File: src/hdl/assert_macros.svh
// Assertion macros used by the coin dispenser datapath.
`ifndef ASSERT_MACROS_SVH
`define ASSERT_MACROS_SVH

// Property must hold at every clock edge outside reset.
`define CICD_ASSERT(label, prop, msg) \
    label: assert property (@(posedge clk) disable iff (!rst_n) prop) else $error(msg);

// Consequent must hold in the cycle after the antecedent.
`define CICD_ASSERT_NEXT(label, ante, cons, msg) \
    label: assert property (@(posedge clk) disable iff (!rst_n) (ante) |=> (cons)) else $error(msg);

`endif

File: src/hdl/cicd_pkg.sv
// Shared types, constants and coin tables of the coin dispenser.
package cicd_pkg;

    localparam int NKINDS          = 6;
    localparam int DEF_MAX_PAYOUT  = 64;
    localparam int DEF_COUNT_WIDTH = 16;
    localparam int KIND_W          = 3;
    localparam int MASK_W          = 6;
    localparam int FIELD_W         = 16;
    localparam int VALUE_W         = 9;
    localparam int IN_DATA_W       = 48;
    localparam int IN_USED_W       = 41;
    localparam int OUT_DATA_W      = 40;

    localparam logic [MASK_W-1:0] EJECT_ALL_MASK = 6'b111111;

    typedef enum logic [2:0] {
        OP_SENSE     = 3'd0,
        OP_PAY       = 3'd1,
        OP_EJECT     = 3'd2,
        OP_EJECT_ALL = 3'd3,
        OP_SET       = 3'd4,
        OP_REPORT    = 3'd5
    } op_t;

    typedef enum logic [3:0] {
        CMD_IDLE,
        CMD_LOAD,
        CMD_SENSE_SCAN,
        CMD_SENSE_ADD,
        CMD_SENSE_EJECT,
        CMD_PAY_COIN,
        CMD_PAY_NONE,
        CMD_EJECT_ONE,
        CMD_EJECT_ALL,
        CMD_SET_COUNT,
        CMD_REPORT
    } cmd_code_t;

    typedef struct packed {
        cmd_code_t         code;
        logic [KIND_W-1:0] pos;
    } cmd_t;

    typedef struct packed {
        logic [2:0] op;
        logic       kind_ok;
        logic       hit;
        logic       sort;
        logic       fit;
        logic       more;
        logic       n_zero;
        logic       out_free;
    } status_t;

    function automatic logic [VALUE_W-1:0] coin_value(input logic [KIND_W-1:0] k);
        logic [VALUE_W-1:0] v;
        case (k)
            3'd0:    v = 9'd5;
            3'd1:    v = 9'd10;
            3'd2:    v = 9'd20;
            3'd3:    v = 9'd50;
            3'd4:    v = 9'd100;
            3'd5:    v = 9'd200;
            default: v = 9'd385;
        endcase
        return v;
    endfunction

    function automatic logic [MASK_W-1:0] kind_mask(input logic [KIND_W-1:0] k);
        logic [MASK_W-1:0] m;
        case (k)
            3'd0:    m = 6'b000010;
            3'd1:    m = 6'b000001;
            3'd2:    m = 6'b000100;
            3'd3:    m = 6'b010000;
            3'd4:    m = 6'b001000;
            3'd5:    m = 6'b100000;
            default: m = 6'b000000;
        endcase
        return m;
    endfunction

    function automatic logic [KIND_W-1:0] scan_kind(input logic [KIND_W-1:0] p);
        logic [KIND_W-1:0] k;
        case (p)
            3'd0:    k = 3'd5;
            3'd1:    k = 3'd3;
            3'd2:    k = 3'd4;
            3'd3:    k = 3'd2;
            3'd4:    k = 3'd0;
            3'd5:    k = 3'd1;
            default: k = 3'd0;
        endcase
        return k;
    endfunction

endpackage

File: src/hdl/cicd_datapath.sv
// Datapath: coin counts, sensor flags, latched word, payout state and result register.
`include "assert_macros.svh"

module cicd_datapath #(
    parameter int MAX_PAYOUT  = cicd_pkg::DEF_MAX_PAYOUT,
    parameter int COUNT_WIDTH = cicd_pkg::DEF_COUNT_WIDTH
) (
    input  logic                                  clk,
    input  logic                                  rst_n,
    input  cicd_pkg::cmd_t                        cmd,
    output cicd_pkg::status_t                     st,
    input  logic [cicd_pkg::IN_USED_W-1:0]        in_tdata,
    input  logic [2:0]                            in_tuser,
    input  logic                                  cfg_valid,
    input  logic                                  cfg_data,
    input  logic                                  out_tready,
    output logic                                  out_tvalid,
    output logic [cicd_pkg::OUT_DATA_W-1:0]       out_tdata,
    output logic [cicd_pkg::KIND_W-1:0]           out_tuser,
    output logic                                  out_tlast
);

    localparam int NK = cicd_pkg::NKINDS;
    localparam int KW = cicd_pkg::KIND_W;
    localparam int FW = cicd_pkg::FIELD_W;
    localparam int NW = $clog2(MAX_PAYOUT + 1);
    localparam int VW = (COUNT_WIDTH > FW) ? COUNT_WIDTH : FW;

    logic [COUNT_WIDTH-1:0] counts_reg [NK];
    logic [COUNT_WIDTH-1:0] counts_next [NK];
    logic [NK-1:0]          done_reg, done_next;
    logic                   sort_reg, sort_next;
    logic [2:0]             op_reg, op_next;
    logic [NK-1:0]          levels_reg, levels_next;
    logic [FW-1:0]          amount_reg, amount_next;
    logic [KW-1:0]          kind_reg, kind_next;
    logic [FW-1:0]          value_reg, value_next;
    logic [NW-1:0]          n_reg, n_next;
    logic                   out_valid_reg;
    logic [KW-1:0]          out_kind_reg;
    logic [cicd_pkg::MASK_W-1:0] out_mask_reg;
    logic [FW-1:0]          out_count_reg;
    logic [FW-1:0]          out_rem_reg;
    logic                   out_short_reg;
    logic                   out_last_reg;

    logic [KW-1:0]          sel_kind;
    logic [COUNT_WIDTH-1:0] cnt_sel, cnt_inc, cnt_dec, cnt_set;
    logic [VW-1:0]          value_w, max_w, e_cnt_w;
    logic [NK-1:0]          hit_vec;
    logic                   later;
    logic [KW-1:0]          pk;
    logic [COUNT_WIDTH-1:0] pk_cnt;
    logic                   fit, more_any;
    logic [FW-1:0]          thr, amt_after;
    logic                   avail;

    logic                   e_valid;
    logic [KW-1:0]          e_kind;
    logic [cicd_pkg::MASK_W-1:0] e_mask;
    logic [COUNT_WIDTH-1:0] e_cnt;
    logic [FW-1:0]          e_rem;
    logic                   e_short;
    logic                   e_last;

    always_comb
    begin
        case (cmd.code)
            cicd_pkg::CMD_SENSE_SCAN, cicd_pkg::CMD_SENSE_ADD,
            cicd_pkg::CMD_SENSE_EJECT, cicd_pkg::CMD_REPORT:
                sel_kind = cicd_pkg::scan_kind(cmd.pos);
            cicd_pkg::CMD_PAY_COIN:
                sel_kind = cmd.pos;
            cicd_pkg::CMD_EJECT_ONE, cicd_pkg::CMD_SET_COUNT:
                sel_kind = kind_reg;
            default:
                sel_kind = '0;
        endcase
    end

    assign cnt_sel = (sel_kind < KW'(NK)) ? counts_reg[sel_kind] : '0;
    assign cnt_inc = (&cnt_sel) ? cnt_sel : cnt_sel + COUNT_WIDTH'(1);
    assign cnt_dec = (cnt_sel == '0) ? cnt_sel : cnt_sel - COUNT_WIDTH'(1);
    assign value_w = VW'(value_reg);
    assign max_w   = VW'({COUNT_WIDTH{1'b1}});
    assign cnt_set = (value_w > max_w) ? {COUNT_WIDTH{1'b1}} : value_w[COUNT_WIDTH-1:0];

    // sensor hits in scan order
    always_comb
    begin
        later = 1'b0;
        for (int i = 0; i < NK; i++)
        begin
            hit_vec[i] = !levels_reg[cicd_pkg::scan_kind(KW'(i))]
                         && !done_reg[cicd_pkg::scan_kind(KW'(i))];
            if (KW'(i) > cmd.pos)
                later = later | hit_vec[i];
        end
    end

    // payout fit and lookahead past the current coin
    assign pk        = cmd.pos;
    assign pk_cnt    = (pk < KW'(NK)) ? counts_reg[pk] : '0;
    assign amt_after = amount_reg - FW'(cicd_pkg::coin_value(pk));
    assign fit       = (n_reg < NW'(MAX_PAYOUT))
                       && (amount_reg >= FW'(cicd_pkg::coin_value(pk)))
                       && (pk_cnt != '0);

    always_comb
    begin
        more_any = 1'b0;
        thr      = '0;
        avail    = 1'b0;
        for (int j = 0; j < NK; j++)
        begin
            thr   = FW'(cicd_pkg::coin_value(KW'(j))) + FW'(cicd_pkg::coin_value(pk));
            avail = (KW'(j) == pk) ? (counts_reg[j] > COUNT_WIDTH'(1))
                                   : (counts_reg[j] != '0);
            if (KW'(j) <= pk)
                more_any = more_any | ((amount_reg >= thr) && avail);
        end
    end

    always_comb
    begin
        st.op       = op_reg;
        st.kind_ok  = kind_reg < KW'(NK);
        st.hit      = hit_vec[cmd.pos];
        st.sort     = sort_reg;
        st.fit      = fit;
        st.more     = (n_reg < NW'(MAX_PAYOUT - 1)) && more_any;
        st.n_zero   = (n_reg == '0);
        st.out_free = !out_valid_reg || out_tready;
    end

    always_comb
    begin
        counts_next = counts_reg;
        done_next   = done_reg;
        sort_next   = cfg_valid ? cfg_data : sort_reg;
        op_next     = op_reg;
        levels_next = levels_reg;
        amount_next = amount_reg;
        kind_next   = kind_reg;
        value_next  = value_reg;
        n_next      = n_reg;
        e_valid     = 1'b0;
        e_kind      = sel_kind;
        e_mask      = '0;
        e_cnt       = cnt_sel;
        e_rem       = '0;
        e_short     = 1'b0;
        e_last      = 1'b1;
        case (cmd.code)
            cicd_pkg::CMD_LOAD:
            begin
                op_next     = in_tuser;
                levels_next = in_tdata[5:0];
                amount_next = in_tdata[21:6];
                kind_next   = in_tdata[24:22];
                value_next  = in_tdata[40:25];
                n_next      = '0;
            end
            cicd_pkg::CMD_SENSE_SCAN:
            begin
                if (levels_reg[sel_kind])
                    done_next[sel_kind] = 1'b0;
            end
            cicd_pkg::CMD_SENSE_ADD:
            begin
                counts_next[sel_kind] = cnt_inc;
                if (!sort_reg)
                    done_next[sel_kind] = 1'b1;
                e_valid = 1'b1;
                e_cnt   = cnt_inc;
                e_last  = !sort_reg && !later;
            end
            cicd_pkg::CMD_SENSE_EJECT:
            begin
                counts_next[sel_kind] = cnt_dec;
                done_next[sel_kind]   = 1'b1;
                e_valid = 1'b1;
                e_mask  = cicd_pkg::kind_mask(sel_kind);
                e_cnt   = cnt_dec;
                e_last  = !later;
            end
            cicd_pkg::CMD_PAY_COIN:
            begin
                counts_next[sel_kind] = cnt_dec;
                amount_next = amt_after;
                n_next      = n_reg + NW'(1);
                e_valid = 1'b1;
                e_mask  = cicd_pkg::kind_mask(sel_kind);
                e_cnt   = cnt_dec;
                e_rem   = amt_after;
                e_last  = !st.more;
                e_short = !st.more && (amt_after != '0);
            end
            cicd_pkg::CMD_PAY_NONE:
            begin
                e_valid = 1'b1;
                e_cnt   = counts_reg[0];
                e_rem   = amount_reg;
                e_short = amount_reg != '0;
            end
            cicd_pkg::CMD_EJECT_ONE:
            begin
                counts_next[sel_kind] = cnt_dec;
                e_valid = 1'b1;
                e_mask  = cicd_pkg::kind_mask(sel_kind);
                e_cnt   = cnt_dec;
            end
            cicd_pkg::CMD_EJECT_ALL:
            begin
                e_valid = 1'b1;
                e_mask  = cicd_pkg::EJECT_ALL_MASK;
                e_cnt   = '0;
            end
            cicd_pkg::CMD_SET_COUNT:
            begin
                counts_next[sel_kind] = cnt_set;
                e_valid = 1'b1;
                e_cnt   = cnt_set;
            end
            cicd_pkg::CMD_REPORT:
            begin
                e_valid = 1'b1;
                e_last  = (cmd.pos == KW'(NK - 1));
            end
            default:
            begin
                e_valid = 1'b0;
            end
        endcase
    end

    assign e_cnt_w = VW'(e_cnt);

    always_ff @(posedge clk or negedge rst_n)
    begin
        if (!rst_n)
        begin
            for (int i = 0; i < NK; i++)
                counts_reg[i] <= '0;
            done_reg      <= '0;
            sort_reg      <= 1'b0;
            n_reg         <= '0;
            out_valid_reg <= 1'b0;
        end
        else
        begin
            counts_reg    <= counts_next;
            done_reg      <= done_next;
            sort_reg      <= sort_next;
            n_reg         <= n_next;
            out_valid_reg <= e_valid || (out_valid_reg && !out_tready);
        end
    end

    always_ff @(posedge clk)
    begin
        op_reg     <= op_next;
        levels_reg <= levels_next;
        amount_reg <= amount_next;
        kind_reg   <= kind_next;
        value_reg  <= value_next;
        if (e_valid)
        begin
            out_kind_reg  <= e_kind;
            out_mask_reg  <= e_mask;
            out_count_reg <= e_cnt_w[FW-1:0];
            out_rem_reg   <= e_rem;
            out_short_reg <= e_short;
            out_last_reg  <= e_last;
        end
    end

    assign out_tvalid = out_valid_reg;
    assign out_tuser  = out_kind_reg;
    assign out_tdata  = {1'b0, out_short_reg, out_rem_reg, out_count_reg, out_mask_reg};
    assign out_tlast  = out_last_reg;

    `CICD_ASSERT(a_emit_free, e_valid |-> (!out_valid_reg || out_tready), "result issued into a busy output register")
    `CICD_ASSERT(a_pay_fit, (cmd.code == cicd_pkg::CMD_PAY_COIN) |-> fit, "coin paid that does not fit")
    `CICD_ASSERT(a_pay_limit, 1'b1 |-> (n_reg <= NW'(MAX_PAYOUT)), "payout coin count beyond limit")
    `CICD_ASSERT_NEXT(a_load_clear, cmd.code == cicd_pkg::CMD_LOAD, n_reg == '0, "payout count not cleared on load")

endmodule

File: src/hdl/cicd_ctrl.sv
// Controller: sequences the steps of each input word over the datapath.
module cicd_ctrl (
    input  logic              clk,
    input  logic              rst_n,
    input  logic              in_tvalid,
    output logic              in_tready,
    input  cicd_pkg::status_t st,
    output cicd_pkg::cmd_t    cmd
);

    typedef enum logic [2:0] {
        S_IDLE,
        S_DISPATCH,
        S_SENSE,
        S_PAY,
        S_ONE,
        S_REPORT
    } state_t;

    localparam int KW = cicd_pkg::KIND_W;
    localparam logic [KW-1:0] LAST_POS = KW'(cicd_pkg::NKINDS - 1);

    state_t        state_reg, state_next;
    logic [KW-1:0] pos_reg, pos_next;
    logic          sub_reg, sub_next;
    logic          ready_reg;

    always_comb
    begin
        state_next = state_reg;
        pos_next   = pos_reg;
        sub_next   = sub_reg;
        cmd.code   = cicd_pkg::CMD_IDLE;
        cmd.pos    = pos_reg;
        case (state_reg)
            S_IDLE:
            begin
                if (in_tvalid && ready_reg)
                begin
                    cmd.code   = cicd_pkg::CMD_LOAD;
                    state_next = S_DISPATCH;
                end
            end
            S_DISPATCH:
            begin
                sub_next = 1'b0;
                case (cicd_pkg::op_t'(st.op))
                    cicd_pkg::OP_SENSE:
                    begin
                        pos_next   = '0;
                        state_next = S_SENSE;
                    end
                    cicd_pkg::OP_PAY:
                    begin
                        pos_next   = LAST_POS;
                        state_next = S_PAY;
                    end
                    cicd_pkg::OP_EJECT, cicd_pkg::OP_SET:
                        state_next = st.kind_ok ? S_ONE : S_IDLE;
                    cicd_pkg::OP_EJECT_ALL:
                        state_next = S_ONE;
                    cicd_pkg::OP_REPORT:
                    begin
                        pos_next   = '0;
                        state_next = S_REPORT;
                    end
                    default:
                        state_next = S_IDLE;
                endcase
            end
            S_SENSE:
            begin
                if (!st.hit)
                begin
                    cmd.code   = cicd_pkg::CMD_SENSE_SCAN;
                    pos_next   = pos_reg + KW'(1);
                    state_next = (pos_reg == LAST_POS) ? S_IDLE : S_SENSE;
                end
                else if (st.out_free)
                begin
                    if (!sub_reg && st.sort)
                    begin
                        cmd.code = cicd_pkg::CMD_SENSE_ADD;
                        sub_next = 1'b1;
                    end
                    else
                    begin
                        cmd.code   = sub_reg ? cicd_pkg::CMD_SENSE_EJECT
                                             : cicd_pkg::CMD_SENSE_ADD;
                        sub_next   = 1'b0;
                        pos_next   = pos_reg + KW'(1);
                        state_next = (pos_reg == LAST_POS) ? S_IDLE : S_SENSE;
                    end
                end
            end
            S_PAY:
            begin
                if (st.fit)
                begin
                    if (st.out_free)
                    begin
                        cmd.code = cicd_pkg::CMD_PAY_COIN;
                        if (!st.more)
                            state_next = S_IDLE;
                    end
                end
                else if (pos_reg == '0)
                begin
                    if (!st.n_zero)
                        state_next = S_IDLE;
                    else if (st.out_free)
                    begin
                        cmd.code   = cicd_pkg::CMD_PAY_NONE;
                        state_next = S_IDLE;
                    end
                end
                else
                    pos_next = pos_reg - KW'(1);
            end
            S_ONE:
            begin
                if (st.out_free)
                begin
                    case (cicd_pkg::op_t'(st.op))
                        cicd_pkg::OP_EJECT:     cmd.code = cicd_pkg::CMD_EJECT_ONE;
                        cicd_pkg::OP_EJECT_ALL: cmd.code = cicd_pkg::CMD_EJECT_ALL;
                        default:                cmd.code = cicd_pkg::CMD_SET_COUNT;
                    endcase
                    state_next = S_IDLE;
                end
            end
            S_REPORT:
            begin
                if (st.out_free)
                begin
                    cmd.code   = cicd_pkg::CMD_REPORT;
                    pos_next   = pos_reg + KW'(1);
                    state_next = (pos_reg == LAST_POS) ? S_IDLE : S_REPORT;
                end
            end
            default:
                state_next = S_IDLE;
        endcase
    end

    always_ff @(posedge clk or negedge rst_n)
    begin
        if (!rst_n)
        begin
            state_reg <= S_IDLE;
            pos_reg   <= '0;
            sub_reg   <= 1'b0;
            ready_reg <= 1'b0;
        end
        else
        begin
            state_reg <= state_next;
            pos_reg   <= pos_next;
            sub_reg   <= sub_next;
            ready_reg <= (state_next == S_IDLE);
        end
    end

    assign in_tready = ready_reg && (state_reg == S_IDLE);

endmodule

File: src/hdl/coin_inventory_change_dispenser.sv
// Top level of the coin inventory and change dispenser.
//
//  channel   | signals                               | content
//  ----------+---------------------------------------+-----------------------------------
//  s_axis    | tvalid tready tdata[47:0] tuser[2:0]  | command word in, tuser = op
//  m_axis    | tvalid tready tdata[39:0] tuser[2:0]  | result word out, tlast ends a word
//  cfg       | cfg_valid cfg_ready cfg_data          | sort mode, always ready
//
//  One command word at a time: the word is accepted and dispatched, then the
//  controller takes one step per scan position for sense and report (two per
//  sensed coin in sort mode), one step for eject and set, and for payout one
//  step per coin plus one per skipped kind, with at most MAX_PAYOUT coins.
//  A step that makes a result waits while the output register is full.
//  Reset clears all counts, the sensor flags and sort mode.
module coin_inventory_change_dispenser #(
    parameter int MAX_PAYOUT  = cicd_pkg::DEF_MAX_PAYOUT,
    parameter int COUNT_WIDTH = cicd_pkg::DEF_COUNT_WIDTH
) (
    input  logic                              clk,
    input  logic                              rst_n,
    input  logic                              s_axis_tvalid,
    output logic                              s_axis_tready,
    // sensor_levels[5:0], amount_cents[21:6], coin_kind[24:22], count_value[40:25]
    input  logic [cicd_pkg::IN_DATA_W-1:0]    s_axis_tdata,
    // op[2:0]
    input  logic [2:0]                        s_axis_tuser,
    output logic                              m_axis_tvalid,
    input  logic                              m_axis_tready,
    // eject_mask[5:0], kind_count[21:6], remaining_cents[37:22], short_flag[38]
    output logic [cicd_pkg::OUT_DATA_W-1:0]   m_axis_tdata,
    // report_kind[2:0]
    output logic [cicd_pkg::KIND_W-1:0]       m_axis_tuser,
    output logic                              m_axis_tlast,
    input  logic                              cfg_valid,
    output logic                              cfg_ready,
    input  logic                              cfg_data
);

    cicd_pkg::cmd_t    cmd;
    cicd_pkg::status_t st;

    cicd_ctrl u_ctrl (
        .clk       (clk),
        .rst_n     (rst_n),
        .in_tvalid (s_axis_tvalid),
        .in_tready (s_axis_tready),
        .st        (st),
        .cmd       (cmd)
    );

    cicd_datapath #(
        .MAX_PAYOUT  (MAX_PAYOUT),
        .COUNT_WIDTH (COUNT_WIDTH)
    ) u_datapath (
        .clk        (clk),
        .rst_n      (rst_n),
        .cmd        (cmd),
        .st         (st),
        .in_tdata   (s_axis_tdata[cicd_pkg::IN_USED_W-1:0]),
        .in_tuser   (s_axis_tuser),
        .cfg_valid  (cfg_valid && cfg_ready),
        .cfg_data   (cfg_data),
        .out_tready (m_axis_tready),
        .out_tvalid (m_axis_tvalid),
        .out_tdata  (m_axis_tdata),
        .out_tuser  (m_axis_tuser),
        .out_tlast  (m_axis_tlast)
    );

    assign cfg_ready = 1'b1;

endmodule

File: config.mk
export PLATFORM = sky130hd
export DESIGN_NAME = coin_inventory_change_dispenser
export DESIGN_NICKNAME = d
export VERILOG_FILES = /design/src/hdl/cicd_pkg.sv /design/src/hdl/cicd_datapath.sv /design/src/hdl/cicd_ctrl.sv /design/src/hdl/coin_inventory_change_dispenser.sv
export VERILOG_INCLUDE_DIRS = /design/src /design/src/hdl
export SDC_FILE = /design/constraint.sdc
export NUM_CORES = 1
export LEC_CHECK = 0
export ABC_AREA = 1
export BUFFER_PORTS_ARGS = -buffer_cell sky130_fd_sc_hd__clkbuf_2
export CORE_MARGIN = 10
export CORE_UTILIZATION = 30
export DETAILED_ROUTE_END_ITERATION = 12
export PLACE_DENSITY = 0.45
export RECOVER_POWER = 50
export SETUP_SLACK_MARGIN = 0.5
export SYNTH_ARGS = -nofsm -noshare
export SYNTH_HDL_FRONTEND = slang
export SYNTH_SLANG_ARGS = --single-unit
File: constraint.sdc
create_clock -name clk -period 4.75 [get_ports clk]
set_input_delay 0.475 -clock clk [delete_from_list [all_inputs] [get_ports clk]]
set_output_delay 0.475 -clock clk [all_outputs]
set_load 0.01 [all_outputs]
[Word-level counts from Yosys, hierarchy flattened]
Cells that the tools add are included.
Word-level totals
  latch bits: 0
  bits in registers: 206
  output and inout port bits: 47
  bits in writable memories: 0
  bits of input ports: 57
  memories kept: 0
  word-level logic and storage cells: 306
  bits in read-only memories: 0
Operators by class
  order comparisons: 37
  divide/modulo/power cells: 0
  shift-type cells: 0
  equal/unequal tests: 45
  multiply operators: 0
  bitwise operators: 15
  add/subtract/negate cells: 12
  multiplexer cells: 98
  reductions and logical operators: 74
Operators with widths (number)
  $bwmux 96: 3
  $pmux 96 s3: 1
  $mux 16: 10
  $reduce_bool 16->1: 9
  $bmux 16 s3: 2
  $ge 16x16->1: 6
  $gt 16x1->1 const B: 6
  $pmux 16 s5: 1
  $mux 3: 22
  $pmux 16 s2: 2
  $pmux 9 s6: 1
  $demux 16 s3: 1
  $pmux 6 s6: 1
  $mux 4: 8
  $pmux 3 s5: 2
  $mux 1: 26
  $eq 3x2->1 const B: 8
  $eq 3x3->1 const B: 8
  $logic_and 1x1->1: 23
  $pmux 4 s5: 1
  $logic_not 1->1: 18
  $pmux 3 s6: 1
  $pmux 6 s3: 1
  $add 16x1->16 const B: 1
  69 further kinds: 119

[Depth between registers and ports, before layout]
Gate-level depths: netlist (run 1).
  depth in word-level cells: 22
  mapped depth: 41
  depth with buffers taken out: 40

[Cells and area by module]
Synthesis (run 1) repeated with hierarchy kept, for this count alone.
Unflattened totals
  cell total of the unflattened synthesis: 2462
  area total of the unflattened synthesis: 16973.8 um^2
Modules (own cells, without submodules)
  cicd_datapath: times used 1, seq. area each 5390.2 um^2, cells an instance 2308, area each 16140.5 um^2
  cicd_ctrl: times used 1, seq. area each 200.2 um^2, cells an instance 152, area each 822.0 um^2
  coin_inventory_change_dispenser: times used 1, seq. area each 0.0 um^2, cells an instance 2, area each 11.3 um^2

[Worst setup path before layout (run 1)]
OpenSTA, ideal clock, no wires.
  path kind: reg-to-reg
  start: register u_ctrl.pos_reg[1]
  end: register u_datapath.out_count_reg[0] (enable)
  stages on the path, launching flop included: 28
  data arrival time: 4.532 ns
  clock period less this slack: 5.084 ns
  slack: -0.334 ns
  setup time: 0.552 ns
  path buffers: 2
  cell sequence: dfrtp_1 inv_2 ha_1 inv_1 nor2_1 inv_1 nand2_1 nor3_1 clkbuf_1 nor2_1 ha_1 nand2_1 inv_1 nand2_1 nand2_1 nand2_1 nand3_2 nor2_2 nor2_4 nand2_2 nor2_4 nand2_2 inv_2 nor4_1 nand3_1 inv_1 clkbuf_1 nand2_1
On the way
  longest elaborated chain between the ends: 12
  elaborated cells on any way between the ends: 33
  those cells by class: order compare: 2; eq/ne: 13; mux: 12; bitwise: 1; reduce/logical: 5
Ends and longest elaborated chain
  from (decl): RTL line cicd_ctrl.sv:24  | logic [KW-1:0] pos_reg, pos_next;
  from (signal assigned): RTL line cicd_ctrl.sv:158  | pos_reg <= pos_next;
  branches (longest 8 deep; another with $ge 16x9->1)
  $pmux 4 s5 *: RTL line cicd_ctrl.sv:35  | case (state_reg)
  $eq 4x4->1 (tied with other cells): RTL line cicd_datapath.sv:154  | case (cmd.code)
  $reduce_or 8->1 (no line) *
  $mux 1 *: RTL line cicd_datapath.sv:154
  net u_datapath.e_valid: RTL line cicd_datapath.sv:58  | logic e_valid;
  to (signal assigned): RTL line cicd_datapath.sv:271  | out_count_reg <= e_cnt_w[FW-1:0];
  to (decl): RTL line cicd_datapath.sv:42  | logic [FW-1:0] out_count_reg;
Mark *: on every way through the listed nets, which the timed path passes. The select of a mux whose other input is x is not followed.
A chain may end at the register's enable or synchronous reset.

==> flow_summary.json, run 1 <==
{
  "outcome": "finished with violations",
  "violations": "capacitance limit, slew limit, setup timing",
  "netlist_area_um2": 17100,
  "critPathRequiredTime_ns": 5.26,
  "seqPwrFrac_pct": 14.4,
  "hpwl_mm": 67.2,
  "place_congestion": 0.998,
  "skew_ns": 0.0318,
  "yosysWarnings": 0,
  "grt_overflow": 0,
  "grt_usage_pct": 25.4,
  "cts_buffers": 28,
  "hp-class": "primary input to flip-flop",
  "grt_pass1_wl_mm": 128,
  "finalHoldViolCount": 0,
  "max-clock-path-buffers": 3,
  "maxCapViolations": 2,
  "first_iter_violations": 2057,
  "critPathArrivalTime_ns": 5.64,
  "drtAntennaViolNets": 0,
  "synth_top_family_by_area": "simple AND/OR/NAND/NOR gates",
  "fin_crit_sh_pct": 108,
  "clk_latency_ns": 0.60,
  "drt_wl_total_mm": 88.6,
  "ioPinCount": 104,
  "io_buffers": 94,
  "criticalPathCategory": "flip-flop to flip-flop",
  "worstMarginPinSlew_ns": 3.57,
  "clk_pin_slew_ns": 0.06,
  "yosys.area.top_type": "dfrtp_1",
  "grt_pass1_vias": 19500,
  "crit_fanout": 7,
  "dr.pass1.iters": 6,
  "grt_max_degree": 50,
  "synthArstFlopShare_pct": 57.8,
  "dieArea_um2": 66800,
  "drc_errors": 0,
  "p_switching_mw": 12.1,
  "synth_top_area_share_pct": 17.5,
  "ys_seq_area_share_pct": 32.8,
  "fin_crit_ns": 5.13,
  "antenna_found_initial": 2,
  "synth-simple-area-share_pct": 34.0,
  "netlist_top_cells_area": "dfrtp_1, nand2_1, edfxtp_1, inv_1, nand3_1",
  "p_int_mw": 11.1,
  "synth_mux_area_share_pct": 0,
  "setup_viol": 115,
  "slew_headroom_pct": -138,
  "total_power_mw": 23.2,
  "synth_compound_area_share_pct": 15.8,
  "clkSinkCount": 206,
  "postSynthAreaPerCell_um2": 6.83,
  "swShare_pct": 52.0,
  "synth-xor-area-share_pct": 1.54,
  "num_antenna_cells": 0,
  "std_cell_rows": 87,
  "cp-end-kind": "flip-flop",
  "coreArea_um2": 56400,
  "dieWidth_um": 258,
  "route.met2.wl_mm": 38.3,
  "highest_layer": "met4",
  "dpl_cell_area_um2": 21900,
  "ys_ff_latch": 206,
  "cts_tree": "done",
  "leakage_nw": 12.2,
  "drv_slew": 78,
  "p_clk_share_pct": 9.0,
  "wl_met3_mm": 7.56,
  "combPwrFrac_pct": 76.6,
  "final_area_um2": 25500,
  "synth-edff-count": 87,
  "peakVddDrop_mv": 0.455,
  "fin_tns_setup_ns": -28.29,
  "cpMostUsedCell": "nor2_4",
  "cp-start-kind": "flip-flop",
  "crit_slowest_cell": "dfrtp_2",
  "die_h_um": 258,
  "via_per_inst": 5.29,
  "powerDensity_nw_per_um2": 908,
  "syn_inst": 2497,
  "fin_nets": 3168,
  "cts_max_level": 1,
  "slowest_delay_ns": 0.44,
  "wl_met1_mm": 38.9,
  "synthAdderAreaFrac_pct": 5.15,
  "drive_above_1_share_pct": 34.5,
  "syn_to_final_growth_pct": 49.8,
  "max_freq_mhz": 195,
  "rsz0062_at_grt": "true",
  "cts_root_buf": "clkbuf_16",
  "vias": 20200,
  "floorplan.initialDensity_pct": 30.3,
  "setup_ws_ns": -0.375,
  "routedWlPerCell_um": 23.2,
  "ys_types": 57,
  "ys.flop_type": "dfrtp_1"
}
-- cells by family after synthesis --
family                     Yosys count
and+or+nand+nor                   1313
buffers and inverters              452
AOI/OAI and AO/OA                  425
DFF                                206
adders and majority gates           69
xor gates and xnor gates            30
other                                2
-- layout by cell type (no fill, tap or decap), types with 9 or more instances in the layout --
cell type / Yosys / routed
nor2_2: 19 / 25
nor2_1: 213 / 178
nand2_2: 21 / 128
inv_2: 25 / 34
nand2_4: 4 / 47
a21oi_2: 0 / 14
a21oi_1: 91 / 76
dfrtp_1: 119 / 116
inv_4: 0 / 9
a211oi_1: 56 / 56
o211ai_1: 33 / 33
o21ai_0: 83 / 67
nand2_1: 729 / 578
ha_1: 67 / 58
xor2_1: 25 / 23
edfxtp_1: 87 / 87
o21ai_1: 37 / 34
a22oi_1: 61 / 55
o21bai_1: 10 / 10
or2_2: 18 / 17
o22ai_1: 17 / 17
clkbuf_1: 51 / 52
nand4_1: 77 / 77
inv_1: 329 / 310
buf_12: 0 / 62
nand3_2: 15 / 53
buf_4: 10 / 388
buf_6: 7 / 47
o21ai_2: 4 / 17
clkbuf_2: 0 / 49
nand3_1: 173 / 111
clkbuf_16: 0 / 30
nor3_1: 18 / 16
nand3_4: 6 / 30
nor2_4: 8 / 37
-- per-stage QoR --
stage               cells  setup slack [ns]  utilization, %  hold WS, ns
finish               3820            -0.375            45.3       0.0486
global route         3820            -0.546            45.3       0.0367
CTS                  3782            -0.254            43.0       0.0235
detailed placement   3655            -0.468            38.8        0.478
global placement     3655            -0.461            38.8        0.462
floorplan            2502            0.0811               -        0.179
-- repair_timing --
item / 4_1_cts / 5_1_grt
buffers inserted: 70 / 37
cloned: 4 / 1
setup endpoints to repair: 173 / 177
pin swaps: 53 / 103
endpoints found under the hold margin: 17 / 0
hold buffers: 1 / 0
resized for setup: 211 / 266
-- final cells by class --
type                       count  area [um2]
multi-input combinational   1845       11400
tap                          756         946
clock buffer                  34         744
sequential                   206        5590
inverter                     357        1370
clock inverter                18         125
timing repair buffer         604        5330
fill                        5847       30800
-- final timing paths --
path,start,to,slack (ns),depth (start not counted)
min in group asynchronous,rst_n,u_datapath.sort_reg,1.63,2
hold / removal,s_axis_tuser[0],u_datapath.op_reg[0],0.05,1
setup / recovery,u_ctrl.pos_reg[0],flip-flop,-0.38,41
setup reg to reg,u_ctrl.pos_reg[0],flip-flop,-0.38,41
hold reg to reg,flip-flop,flip-flop,0.49,2
max in group asynchronous,rst_n,asynchronous set/reset pin,0.69,3
-- synth_stat cells (all sizes together), types with 17 or more instances --
| cell | n |
|---|---|
| ha | 67 |
| o22ai | 17 |
| clkbuf | 51 |
| or2 | 18 |
| nand3 | 194 |
| xor2 | 25 |
| nand2 | 754 |
| nor3 | 19 |
| buf | 44 |
| inv | 354 |
| a211oi | 56 |
| o211ai | 34 |
| nand4 | 77 |
| a21oi | 92 |
| dfrtp | 119 |
| a22oi | 61 |
| o21ai | 124 |
| nor2 | 240 |
| edfxtp | 87 |
-- power by group through the flow --
stage / combinational (mW) / clock, mW / sequential, mW
3_3_place_gp: 14.2 / 0 / 3.32
2_1_floorplan: 6.89 / 0 / 3.24
6_report: 17.8 / 2.09 / 3.35
3_5_place_dp: 14.3 / 0 / 3.33
5_1_grt: 18.9 / 2.20 / 3.41
4_1_cts: 15.9 / 2.14 / 3.31
-- worst max-delay path, delay by kind of cell (launching register included) --
kind                     cells  cell delay [ns]
AND/OR/NAND/NOR             23             2.12
buffers and inverters       11             1.26
flip-flops                   1             0.44
adder cells (fa/ha/maj)      4             0.82
AO/OA/AOI/OAI                3             0.38
-- routing by layer --
| layer | track usage [%] | vias to the layer above |
|---|---|---|
| met3 | 4.48 | 187 |
| met4 | 8.56 | 0 |
| met1 | 35.4 | 9728 |
| met2 | 38.9 | 917 |
| met5 | 0 | - |
| li1 | - | 9394 |
Note: power is estimated with default switching activity, not from simulation.
==> run 2: changes to the inputs <==
--- a/config.mk
+++ b/config.mk
@@ -8,6 +8,7 @@
 export LEC_CHECK = 0
 export ABC_AREA = 1
 export BUFFER_PORTS_ARGS = -buffer_cell sky130_fd_sc_hd__clkbuf_2
+export CORE_ASPECT_RATIO = 1.1
 export CORE_MARGIN = 10
 export CORE_UTILIZATION = 30
 export DETAILED_ROUTE_END_ITERATION = 12
==> run 2 against run 1 <==
Effect of this change:
- the flow still finishes with violations (capacitance limit, slew limit, setup timing)
- maximum frequency rose by 2.5%
- non-clock buffer count fell by 44
- first-iteration DRC count fell by 8.4%
- total power rose by 1.8%
- flip-flop and latch count did not move
- final cell count fell by 1.4%
- hold slack got worse by 0.0034 ns
- largest power group unchanged
- via count fell by 1.1%
==> flow_summary.json, run 2 (synthesis results as in run 1) <==
{
  "outcome": "finished with violations",
  "violations": "capacitance limit, slew limit, setup timing",
  "drtAntennaViolNets": 0,
  "dieWidth_um": 247,
  "max_freq_mhz": 200,
  "place_ws_ns": -0.492,
  "first_iter_violations": 1884,
  "grt_pass1_wl_mm": 132,
  "dr.pass1.iters": 5,
  "floorplan.initialDensity_pct": 30.4,
  "clk_pin_slew_ns": 0.06,
  "crit_fanout": 8,
  "routedWlPerCell_um": 24.1,
  "cts_buffers": 29,
  "fin_crit_ns": 5.00,
  "clk_latency_ns": 0.61,
  "ioPinCount": 104,
  "peakVddDrop_mv": 0.465,
  "cts_root_buf": "clkbuf_16",
  "rsz0062_at_grt": "true",
  "crit_slowest_cell": "dfrtp_2",
  "slowest_delay_ns": 0.43,
  "finalHoldViolCount": 0,
  "slew_headroom_pct": -11.6,
  "maxCapViolations": 1,
  "drc_errors": 0,
  "drt_wl_total_mm": 90.8,
  "cp-start-kind": "flip-flop",
  "ff2ff_path_depth": 40,
  "setup_ws_ns": -0.252,
  "antenna_found_initial": 2,
  "min_from": "s_axis_tdata[31]",
  "critPathArrivalTime_ns": 5.27,
  "max-clock-path-buffers": 3,
  "critPathRequiredTime_ns": 5.02,
  "cts_max_level": 1,
  "worstMarginPinSlew_ns": 1.67,
  "met1_usage_pct": 32.1,
  "hold_depth": 1,
  "hp-class": "primary input to flip-flop",
  "hpwl_mm": 67.6,
  "total_power_mw": 23.6,
  "fin_cells": 3768,
  "vias": 20000,
  "r2r_start": "u_ctrl.pos_reg[0]",
  "criticalPathCategory": "flip-flop to flip-flop",
  "grt_usage_pct": 26.3,
  "fin_crit_sh_pct": 105,
  "dieArea_um2": 66800,
  "use_met3_pct": 3.93,
  "path_delay_family": "simple AND/OR/NAND/NOR gates",
  "top_usage_layer": "met2",
  "layout_common_cells": "nand2_1, buf_4, inv_1",
  "std_cell_rows": 91,
  "drv_slew": 97,
  "place_congestion": 0.998,
  "use_met2_pct": 43.5,
  "fin_nets": 3125,
  "cts_tree": "done",
  "via_per_inst": 5.31,
  "multi_input_area_um2": 11400,
  "min_to": "u_datapath.value_reg[6]",
  "crit_buf_inv": 10,
  "clkSinkCount": 206,
  "timing.rr.end": "u_datapath.out_count_reg[4]",
  "leakage_nw": 12.1,
  "seqCellArea_um2": 5590,
  "dpl.cell_count": 3618,
  "cp-end-kind": "flip-flop",
  "grt_pass1_vias": 19700,
  "finish.utilization_pct": 45.2,
  "drive_above_1_share_pct": 34.1,
  "coreArea_um2": 56100,
  "powerDensity_nw_per_um2": 931,
  "syn_to_final_growth_pct": 48.8,
  "layout.cells.most_common": "nand2_1",
  "io_buffers": 94,
  "reg2reg_slack_ns": -0.25,
  "n_fill_cell": 5671,
  "skew_ns": 0.0413,
  "setup_viol": 113,
  "grt_overflow": 0,
  "die_h_um": 270,
  "grt_max_degree": 97
}
[run 2: repair_timing]
action	CTS	global route
setup endpoints to repair	172	173
resized for setup	270	221
hold buffers	1	0
pin swaps	90	97
hold endpoints to repair	23	0
gates cloned	8	0
setup buffers	63	22
[run 2: metal layers]
layer / vias up / part of all wire, %
met5: - / 0
met4: 0 / 6.6
met3: 233 / 6.7
met2: 812 / 47
met1: 9635 / 40
li1: 9317 / -
[run 2: cell type report]
class / count / area share [%]
Tap cell: 744 / 3.67
Clock buffer: 34 / 2.97
Timing Repair Buffer: 560 / 19.9
Antenna cell: 2 / 0.0197
Multi-Input combinational cell: 1845 / 45.0
Inverter: 357 / 5.41
Sequential cell: 206 / 22.0
Clock inverter: 20 / 1.00
[run 2: metrics by stage]
stage	instance area, um2	TNS [ns]	hold slack [ns]
2_1_floorplan	17300	0	0.179
3_5_place_dp	21600	-45.10	0.422
6_report	25400	-15.38	0.0452
5_1_grt	25400	-38.52	0.0339
4_1_cts	24400	-7.38	0.0247
3_3_place_gp	21600	-47.32	0.424
[run 2: report_power, final]
group / total (mW) / switching, mW / internal (mW) / leakage (nW)
clock network: 2.39 / 0.933 / 1.45 / 0.503
logic: 17.9 / 10.5 / 7.38 / 9.39
registers: 3.36 / 0.624 / 2.74 / 2.22
total: 23.6 / 12.0 / 11.6 / 12.1
[run 2: worst max-delay path by stage]
stage	startpoint	to	cells after the start
6_report	u_ctrl.pos_reg[0]	u_datapath.out_count_reg[4]	40
4_1_cts	u_ctrl.pos_reg[1]	flip-flop	40
5_1_grt	u_ctrl.pos_reg[0]	flip-flop	43
2_1_floorplan	u_ctrl.pos_reg[1]	u_datapath.out_count_reg[0]	40
3_3_place_gp	u_ctrl.pos_reg[0]	u_datapath.out_count_reg[3]	35
3_5_place_dp	u_ctrl.pos_reg[0]	u_datapath.out_count_reg[3]	35
